<file path="config.mk">
export PLATFORM = sky130hd
export DESIGN_NAME = sha256_core
export DESIGN_NICKNAME = d
export VERILOG_FILES = /design/src/hw/rtl/sha256_pkg.sv /design/src/hw/rtl/sha256_core.sv
export SDC_FILE = /design/constraint.sdc
export NUM_CORES = 2
export LEC_CHECK = 0
export ABC_AREA = 0
export BUFFER_PORTS_ARGS = -buffer_cell sky130_fd_sc_hd__buf_2
export CAP_MARGIN = 20
export CORE_MARGIN = 2
export CORE_UTILIZATION = 52
export DETAILED_ROUTE_END_ITERATION = 6
export GPL_TIMING_DRIVEN = 1
export PLACE_DENSITY_LB_ADDON = 0.15
export SKIP_CTS_REPAIR_TIMING = 1
export SLEW_MARGIN = 25
export SYNTH_ARGS = -nofsm -noshare
export SYNTH_HDL_FRONTEND = slang
export SYNTH_SLANG_ARGS = --single-unit
</file>
<file path="constraint.sdc">
create_clock -name clk_i -period 24.4 [get_ports clk_i]
set_clock_uncertainty 0.1 [all_clocks]
set_input_delay 1.22 -clock clk_i [delete_from_list [all_inputs] [get_ports clk_i]]
set_output_delay 1.22 -clock clk_i [all_outputs]
set_load 0.05 [all_outputs]
</file>
<file path="src/hw/rtl/sha256_pkg.sv">
// ----------------------------------------------------------------------------
// SHA-256 package
// Constants, types and round functions shared by the hash modules.
// ----------------------------------------------------------------------------
`timescale 1ns / 1ps
package sha256_pkg;
  localparam int unsigned BlockWords = 16;

  typedef logic [31:0] word_t;

  // One entry of the queue between the front and the back: a fully assembled
  // block, with a flag marking the last block of a message.
  typedef struct packed {
    logic [BlockWords*32-1:0] block;
    logic                     final_blk;
  } blk_t;

  localparam logic [255:0] InitHash = {
    32'h6a09e667, 32'hbb67ae85, 32'h3c6ef372, 32'ha54ff53a,
    32'h510e527f, 32'h9b05688c, 32'h1f83d9ab, 32'h5be0cd19
  };

  function automatic word_t round_k(input logic [5:0] idx);
    word_t k;
    k = 32'h0;
    unique case (idx)
      6'd0:  k = 32'h428a2f98; 6'd1:  k = 32'h71374491; 6'd2:  k = 32'hb5c0fbcf;
      6'd3:  k = 32'he9b5dba5; 6'd4:  k = 32'h3956c25b; 6'd5:  k = 32'h59f111f1;
      6'd6:  k = 32'h923f82a4; 6'd7:  k = 32'hab1c5ed5; 6'd8:  k = 32'hd807aa98;
      6'd9:  k = 32'h12835b01; 6'd10: k = 32'h243185be; 6'd11: k = 32'h550c7dc3;
      6'd12: k = 32'h72be5d74; 6'd13: k = 32'h80deb1fe; 6'd14: k = 32'h9bdc06a7;
      6'd15: k = 32'hc19bf174; 6'd16: k = 32'he49b69c1; 6'd17: k = 32'hefbe4786;
      6'd18: k = 32'h0fc19dc6; 6'd19: k = 32'h240ca1cc; 6'd20: k = 32'h2de92c6f;
      6'd21: k = 32'h4a7484aa; 6'd22: k = 32'h5cb0a9dc; 6'd23: k = 32'h76f988da;
      6'd24: k = 32'h983e5152; 6'd25: k = 32'ha831c66d; 6'd26: k = 32'hb00327c8;
      6'd27: k = 32'hbf597fc7; 6'd28: k = 32'hc6e00bf3; 6'd29: k = 32'hd5a79147;
      6'd30: k = 32'h06ca6351; 6'd31: k = 32'h14292967; 6'd32: k = 32'h27b70a85;
      6'd33: k = 32'h2e1b2138; 6'd34: k = 32'h4d2c6dfc; 6'd35: k = 32'h53380d13;
      6'd36: k = 32'h650a7354; 6'd37: k = 32'h766a0abb; 6'd38: k = 32'h81c2c92e;
      6'd39: k = 32'h92722c85; 6'd40: k = 32'ha2bfe8a1; 6'd41: k = 32'ha81a664b;
      6'd42: k = 32'hc24b8b70; 6'd43: k = 32'hc76c51a3; 6'd44: k = 32'hd192e819;
      6'd45: k = 32'hd6990624; 6'd46: k = 32'hf40e3585; 6'd47: k = 32'h106aa070;
      6'd48: k = 32'h19a4c116; 6'd49: k = 32'h1e376c08; 6'd50: k = 32'h2748774c;
      6'd51: k = 32'h34b0bcb5; 6'd52: k = 32'h391c0cb3; 6'd53: k = 32'h4ed8aa4a;
      6'd54: k = 32'h5b9cca4f; 6'd55: k = 32'h682e6ff3; 6'd56: k = 32'h748f82ee;
      6'd57: k = 32'h78a5636f; 6'd58: k = 32'h84c87814; 6'd59: k = 32'h8cc70208;
      6'd60: k = 32'h90befffa; 6'd61: k = 32'ha4506ceb; 6'd62: k = 32'hbef9a3f7;
      default: k = 32'hc67178f2;
    endcase
    return k;
  endfunction

  function automatic word_t rotr(input word_t x, input int unsigned n);
    return (x >> n) | (x << (32 - n));
  endfunction
endpackage

</file>
<file path="src/hw/rtl/sha256_core.sv">
// ----------------------------------------------------------------------------
// SHA-256 compression core
// Runs 64 rounds on a queued block, one round a cycle, and emits the digest after the final block.
// ----------------------------------------------------------------------------
`timescale 1ns / 1ps
module sha256_core (
  input  logic                clk_i,
  input  logic                rst_ni,
  input  logic                blk_valid_i,
  output logic                blk_ready_o,
  input  sha256_pkg::blk_t    blk_i,
  output logic                empty_o,
  input  logic                pop_i,
  output logic [63:0]         digest_part_o,
  output logic [1:0]          part_index_o,
  output logic                last_part_o
);
  localparam logic [1:0] StIdle  = 2'd0;
  localparam logic [1:0] StRound = 2'd1;
  localparam logic [1:0] StOut   = 2'd2;

  logic [1:0]   state_q, state_d;
  logic [31:0]  h_q [8];
  logic [31:0]  v_q [8];
  logic [31:0]  w_q [16];
  logic [5:0]   rnd_q;
  logic         fin_q;
  logic [1:0]   part_q;
  logic [31:0]  t1, t2, s0, s1, wn, wcur, a, e;

  assign blk_ready_o   = (state_q == StIdle);
  assign empty_o       = (state_q != StOut);
  assign digest_part_o = {h_q[{part_q, 1'b0}], h_q[{part_q, 1'b1}]};
  assign part_index_o  = part_q;
  assign last_part_o   = (part_q == 2'd3);

  always_comb begin
    a    = v_q[0];
    e    = v_q[4];
    wcur = w_q[0];
    s0   = sha256_pkg::rotr(w_q[1], 7) ^ sha256_pkg::rotr(w_q[1], 18) ^ (w_q[1] >> 3);
    s1   = sha256_pkg::rotr(w_q[14], 17) ^ sha256_pkg::rotr(w_q[14], 19)
         ^ (w_q[14] >> 10);
    wn   = s1 + w_q[9] + s0 + w_q[0];
    t1   = v_q[7] + (sha256_pkg::rotr(e, 6) ^ sha256_pkg::rotr(e, 11)
         ^ sha256_pkg::rotr(e, 25)) + ((e & v_q[5]) ^ (~e & v_q[6]))
         + sha256_pkg::round_k(rnd_q) + wcur;
    t2   = (sha256_pkg::rotr(a, 2) ^ sha256_pkg::rotr(a, 13) ^ sha256_pkg::rotr(a, 22))
         + ((a & v_q[1]) ^ (a & v_q[2]) ^ (v_q[1] & v_q[2]));
    state_d = state_q;
    unique case (state_q)
      StIdle:  if (blk_valid_i) state_d = StRound;
      StRound: if (rnd_q == 6'd63) state_d = fin_q ? StOut : StIdle;
      StOut:   if (pop_i && part_q == 2'd3) state_d = StIdle;
      default: state_d = StIdle;
    endcase
  end

  always_ff @(posedge clk_i or negedge rst_ni) begin
    if (!rst_ni) begin
      state_q <= StIdle;
      rnd_q   <= '0;
      part_q  <= '0;
      fin_q   <= 1'b0;
      for (int i = 0; i < 8; i++) h_q[i] <= sha256_pkg::InitHash[255-32*i -: 32];
    end else begin
      state_q <= state_d;
      unique case (state_q)
        StIdle: begin
          rnd_q <= '0;
          part_q <= '0;
          if (blk_valid_i) fin_q <= blk_i.final_blk;
        end
        StRound: begin
          rnd_q <= rnd_q + 6'd1;
          if (rnd_q == 6'd63) begin
            h_q[0] <= h_q[0] + t1 + t2;
            h_q[4] <= h_q[4] + v_q[3] + t1;
            for (int i = 1; i < 8; i++) begin
              if (i != 4) h_q[i] <= h_q[i] + v_q[i-1];
            end
          end
        end
        StOut: begin
          if (pop_i) begin
            part_q <= part_q + 2'd1;
            if (part_q == 2'd3) begin
              for (int i = 0; i < 8; i++) h_q[i] <= sha256_pkg::InitHash[255-32*i -: 32];
            end
          end
        end
        default: ;
      endcase
    end
  end

  always_ff @(posedge clk_i) begin
    if (state_q == StIdle) begin
      for (int i = 0; i < 8; i++) v_q[i] <= h_q[i];
      for (int i = 0; i < 16; i++) w_q[i] <= blk_i.block[511-32*i -: 32];
    end else if (state_q == StRound) begin
      v_q[0] <= t1 + t2;
      v_q[1] <= v_q[0];
      v_q[2] <= v_q[1];
      v_q[3] <= v_q[2];
      v_q[4] <= v_q[3] + t1;
      v_q[5] <= v_q[4];
      v_q[6] <= v_q[5];
      v_q[7] <= v_q[6];
      for (int i = 0; i < 15; i++) w_q[i] <= w_q[i+1];
      w_q[15] <= wn;
    end
  end
endmodule

</file>
# == Word level (Yosys, flattened, before mapping) ==
# Memories as Yosys holds them, arrays and structs flattened.
# Cells that the tools add are included.
# classes
n_addsub,22
magnitude_cmp,2
eq_ne,10
n_mux,47
bitwise,53
reduce_logical,9
# ops
op,n
32-bit two-way mux,28
256-bit two-way mux,3
32-bit adder,20
256-bit one-hot mux with 2 select lines,1
32-bit XOR,9
32-bit binary-select mux with 3-bit select,2
32-bit bitwise AND,5
32-bit inverter,1
10-bit by 32-bit OR with 32-bit output,1
13-bit by 32-bit OR with 32-bit output,1
14-bit by 32-bit OR with 32-bit output,1
15-bit by 32-bit OR with 32-bit output,1
19-bit by 32-bit OR with 32-bit output,1
21-bit by 32-bit OR with 32-bit output,1
25-bit by 32-bit OR with 32-bit output,1
26-bit by 32-bit OR with 32-bit output,1
30-bit by 32-bit OR with 32-bit output,1
7-bit by 32-bit OR with 32-bit output,1
32-bit by 22-bit XOR with 32-bit output,1
32-bit by 29-bit XOR with 32-bit output,1
1-bit OR,24
2-bit != test (second input constant),6
6-bit one-hot mux with 2 select lines,1
2-bit two-way mux,5
other kinds (16),26
# totals
ff_bits,267
mem_bits_rw,768
mem_bits_ro,2048
memories,3
# mem_list
memory,words,word_bits,read_ports,rd_ports_with_merged_regs,write_ports,line_no,source
(name not given),64,32,1,0,0,sha256_pkg.sv:26,unique case (idx)
w_q,16,32,16,0,16,sha256_core.sv:25,logic [31:0] w_q [16];
v_q,8,32,8,0,8,sha256_core.sv:24,logic [31:0] v_q [8];

# == Logic depth before layout (Yosys ltp) ==
# logic_depth
word_depth,11
ltp_mapped,42
ltp_nobuf,40

# == Worst setup path before layout ==
# No wires, ideal clock.
# synth_timing
path_type,reg-to-reg
start,reg state_q[1]
end,reg h_q[206] in the netlist's numbering
arrival_time_ns,20.382
required_time_ns,24.163
slack_ns,3.782
stages_incl_launch_ff,10
n_path_buf,3
period_less_slack_ns,20.618
path_cell_list,dfrtp_1 -> clkbuf_1 -> inv_1 -> nand2_1 -> nor3_1 -> a31oi_1 -> clkbuf_1 -> clkbuf_1 -> nand2_1 -> o21ai_0
# synth_via
elab_chain_cells,3
# synth_lines
item,line_no,source
from (decl),sha256_core.sv:22,"logic [1:0] state_q, state_d;"
from (signal assigned),sha256_core.sv:61,state_q <= StIdle;
from (signal assigned),sha256_core.sv:67,state_q <= state_d;
2-bit == test / 2-bit by 1-bit == test with 1-bit output (equally long branches),sha256_core.sv:68,unique case (state_q)
2-bit != test (no source line) / 2-bit nonzero test (equally long branches),n/a,
4-bit AND reduction (no source line),n/a,
"to (signal, indexed assignment)",sha256_core.sv:80,if (i != 4) h_q[i] <= h_q[i] + v_q[i-1];
to (decl),sha256_core.sv:23,logic [31:0] h_q [8];
# Several ways; a longest one is shown, not always the timed one.
# A chain may end at the register's enable or synchronous reset.

# == Worst setup path in the final report ==
# layout_timing
start,reg rnd_q[0]
end,reg h_q[255] in the netlist's numbering
# layout_via
elab_chain_cells,7
# layout_lines
item,line_no,source
from (decl),sha256_core.sv:26,logic [5:0] rnd_q;
from (signal assigned),sha256_core.sv:75,rnd_q <= rnd_q + 6'd1;
memory 64 x 32 bit,n/a,
32-bit adder (2 in series),sha256_core.sv:47,+ sha256_pkg::round_k(rnd_q) + wcur;
32-bit adder (2 in series),sha256_core.sv:77,h_q[0] <= h_q[0] + t1 + t2;
256-bit two-way mux,sha256_core.sv:76,if (rnd_q == 6'd63) begin
256-bit one-hot mux with 2 select lines,sha256_core.sv:68,
# Several ways; a longest one is shown, not always the timed one. The select of a mux whose other input is x is not followed.

==> reports/qor.yml <==
detailed_routing:
  drc: 0
  firstDrtPassIters: 7
  drtAntennaViolNets: 0
  vias_per_cell: 5.95
  routed_wl_um: 257000
  wl_per_cell_um: 26.1
  vias: 58600
  first_iter_violations: 5508
synth:
  synth_seq_cells: 1035
  synthArstFlopShare: 0.258
  post_synth.cell_area_avg_um2: 9.79
  syn_inst: 7425
  syn-num-nets: 8590
  ys_seq_area_frac: 0.412
  yosys_most_used_dff: "edfxtp_1"
  ys_types: 89
  ys_warn_count: 0
  synthesis.area_um2: 72700
  synth_edf_count: 768
critical_path:
  reg2reg_depth: 34
  path_max_fanout: 25
  crit_slowest_cell: "ha_1"
  end_kind: "register"
  r2r_start: "rnd_q[0]"
  cp.required_ns: 24.97
  slowest_delay_ns: 0.82
  critPathLaunchType: "register"
  path_class: "register to register"
  crit_arrival_ns: 11.52
  crit_start: "rnd_q[0]"
global_route:
  grt_use_total: 0.357
  grt_max_degree: 206
  grt_pass1_wl_um: 374000
  grt_overflow: 0
  antenna_found_initial: 71
  first_global_vias: 57600
sta:
  totalNegativeSetupSlack_ns: 0
  finalHoldWorstSlack_ns: 0.314
  timing.final.crit_share: 0.448
  finalSetupViolCount: 0
  rsz0062_at_grt: "false"
  worstMarginPinSlew_ns: 1.27
  timing.slew.headroom: 0.154
  max_clock_freq_mhz: 91.4
  hold_viol: 0
  final.min_clock_period_ns: 10.94
  report.final.slew_viol_count: 0
final_layout:
  multi_input_area_um2: 40000
  fin_cells: 9855
  final-seq-area_um2: 29900
  n_fill_cell: 12200
  layout-area-overhead-vs-synth_pct: 11.8
  layout.nets: 9018
  finalInstanceArea_um2: 81300
  drive_above_1_share: 0.168
clock_tree:
  clock-sinks: 1035
  cts_tree: "yes"
  clockBufferDepth: 3
  insertion_delay_ns: 0.77
  clockRootBuffer: "clkbuf_16"
  cts_buffers: 117
  h-tree-depth: 3
  clk_pin_slew_ns: 0.06
floorplanning:
  start_util: 0.522
  coreArea_um2: 139000
  die_h_um: 378
  die_area_um2: 143000
  die_w_um: 378
  ios: 586
  rows: 137
flow_run:
  cap_violations: 0
outcome:
  status: "completed"
placement:
  dpl_cell_area_um2: 77400
  dp.cells: 9610
  hpwl_um: 195000
  io_buffer_count: 585
  gp_congestion: 0.994
worst_hold_path:
  hold_class: "primary input to asynchronous set/reset pin"
## worst paths after layout
check,end,slack (ns)
worst max-delay path,h_q[255],13.46
worst min-delay path,h_q[196],0.31
worst max register to register,h_q[255],13.46
worst min register to register,w_q[0][136],0.41
max in group asynchronous,h_q[246],21.11
min in group clk_i,w_q[0][136],0.41
## layout make-up
type                       count  area share
timing repair buffer         657      0.0438
tap                         1876      0.0289
sequential                  1035       0.368
antenna                       25    0.000770
inverter                     406      0.0188
clock buffer                 161      0.0403
clock inverter                59     0.00679
multi-input combinational   5636       0.492
## sequential cells by signal (all words and copies together) (netlist names)
register / cells
v_q: 256
w_q: 512
rnd_q: 6
state_q: 2
part_index_o: 2
h_q: 256
fin_q: 1
## routing by layer
layer | vias to the layer above | GRT usage | share of wire
met2 | 2476 | 0.591 | 0.48
li1 | 26800 | - | -
met4 | 78 | 0.189 | 0.062
met1 | 28600 | 0.444 | 0.39
met5 | - | 0 | 0.0020
met3 | 621 | 0.0654 | 0.074
## cell usage after synthesis, drive strengths merged, types with 13 or more instances
cell type,n,area (µm²)
a21o,190,1430
nand3,71,360
or2,13,81.3
xnor2,411,3600
o21a,54,405
nor2,324,1220
ha,421,5270
o31ai,31,233
edfxtp,768,23100
a31oi,47,294
xor2,192,1680
nor3,68,350
inv,405,1520
mux2i,20,200
or3,27,169
nand2b,78,488
dfstp,136,3570
a21boi,15,113
clkbuf,318,1190
a311oi,14,129
buf,30,113
o22ai,27,169
a22oi,21,158
a211oi,45,343
o21ai,397,1990
nand4,18,113
o21bai,52,390
nand2,1723,6470
o311ai,15,131
fa,227,4540
a22o,17,149
mux4,72,1620
mux2,250,2820
maj3,32,320
o211ai,35,263
and3,33,206
dfrtp,131,3280
nor2b,61,382
a21oi,460,2310
and2,21,131
## cell usage in the layout, fill, tap and decap left out, drive strengths merged, types with 71 or more instances in the layout
| cell | synthesis | routed |
|---|---|---|
| nand2 | 1723 | 1723 |
| edfxtp | 768 | 768 |
| buf | 30 | 657 |
| a21oi | 460 | 460 |
| ha | 421 | 421 |
| xnor2 | 411 | 411 |
| inv | 405 | 408 |
| o21ai | 397 | 397 |
| nor2 | 324 | 324 |
| mux2 | 250 | 250 |
| fa | 227 | 227 |
| xor2 | 192 | 192 |
| a21o | 190 | 190 |
| clkbuf | 318 | 161 |
| dfstp | 136 | 136 |
| dfrtp | 131 | 131 |
| nand2b | 78 | 78 |
| mux4 | 72 | 72 |
| nand3 | 71 | 71 |
## critical path: cells and delay by family, from the launching register on
kind	cells	cell delay (ns)
AO/OA/AOI/OAI	13	3.66
buffers and inverters	4	0.73
flip-flops	1	0.36
adder cells (fa/ha/maj)	7	3.54
XOR/XNOR	2	0.60
AND/OR/NAND/NOR	8	1.83
## kinds of logic after synthesis
kind of cell    synth area share
xor+xnor                  0.0736
flops                      0.412
fa+ha+maj                  0.139
mux                       0.0638
buf+inv                   0.0389
simple gates               0.141
compound gates             0.132
## per-stage QoR
| step | worst slack, ns | utilization |
|---|---|---|
| finish | 13.46 | 0.584 |
| global route | 12.90 | 0.584 |
| CTS | 13.56 | 0.583 |
| detailed placement | 13.61 | 0.556 |
| global placement | 13.34 | 0.556 |
| floorplan | 3.78 | - |
Power is not shown: default switching activity piles up to over one toggle a cycle in this logic, so the estimate is an artifact.
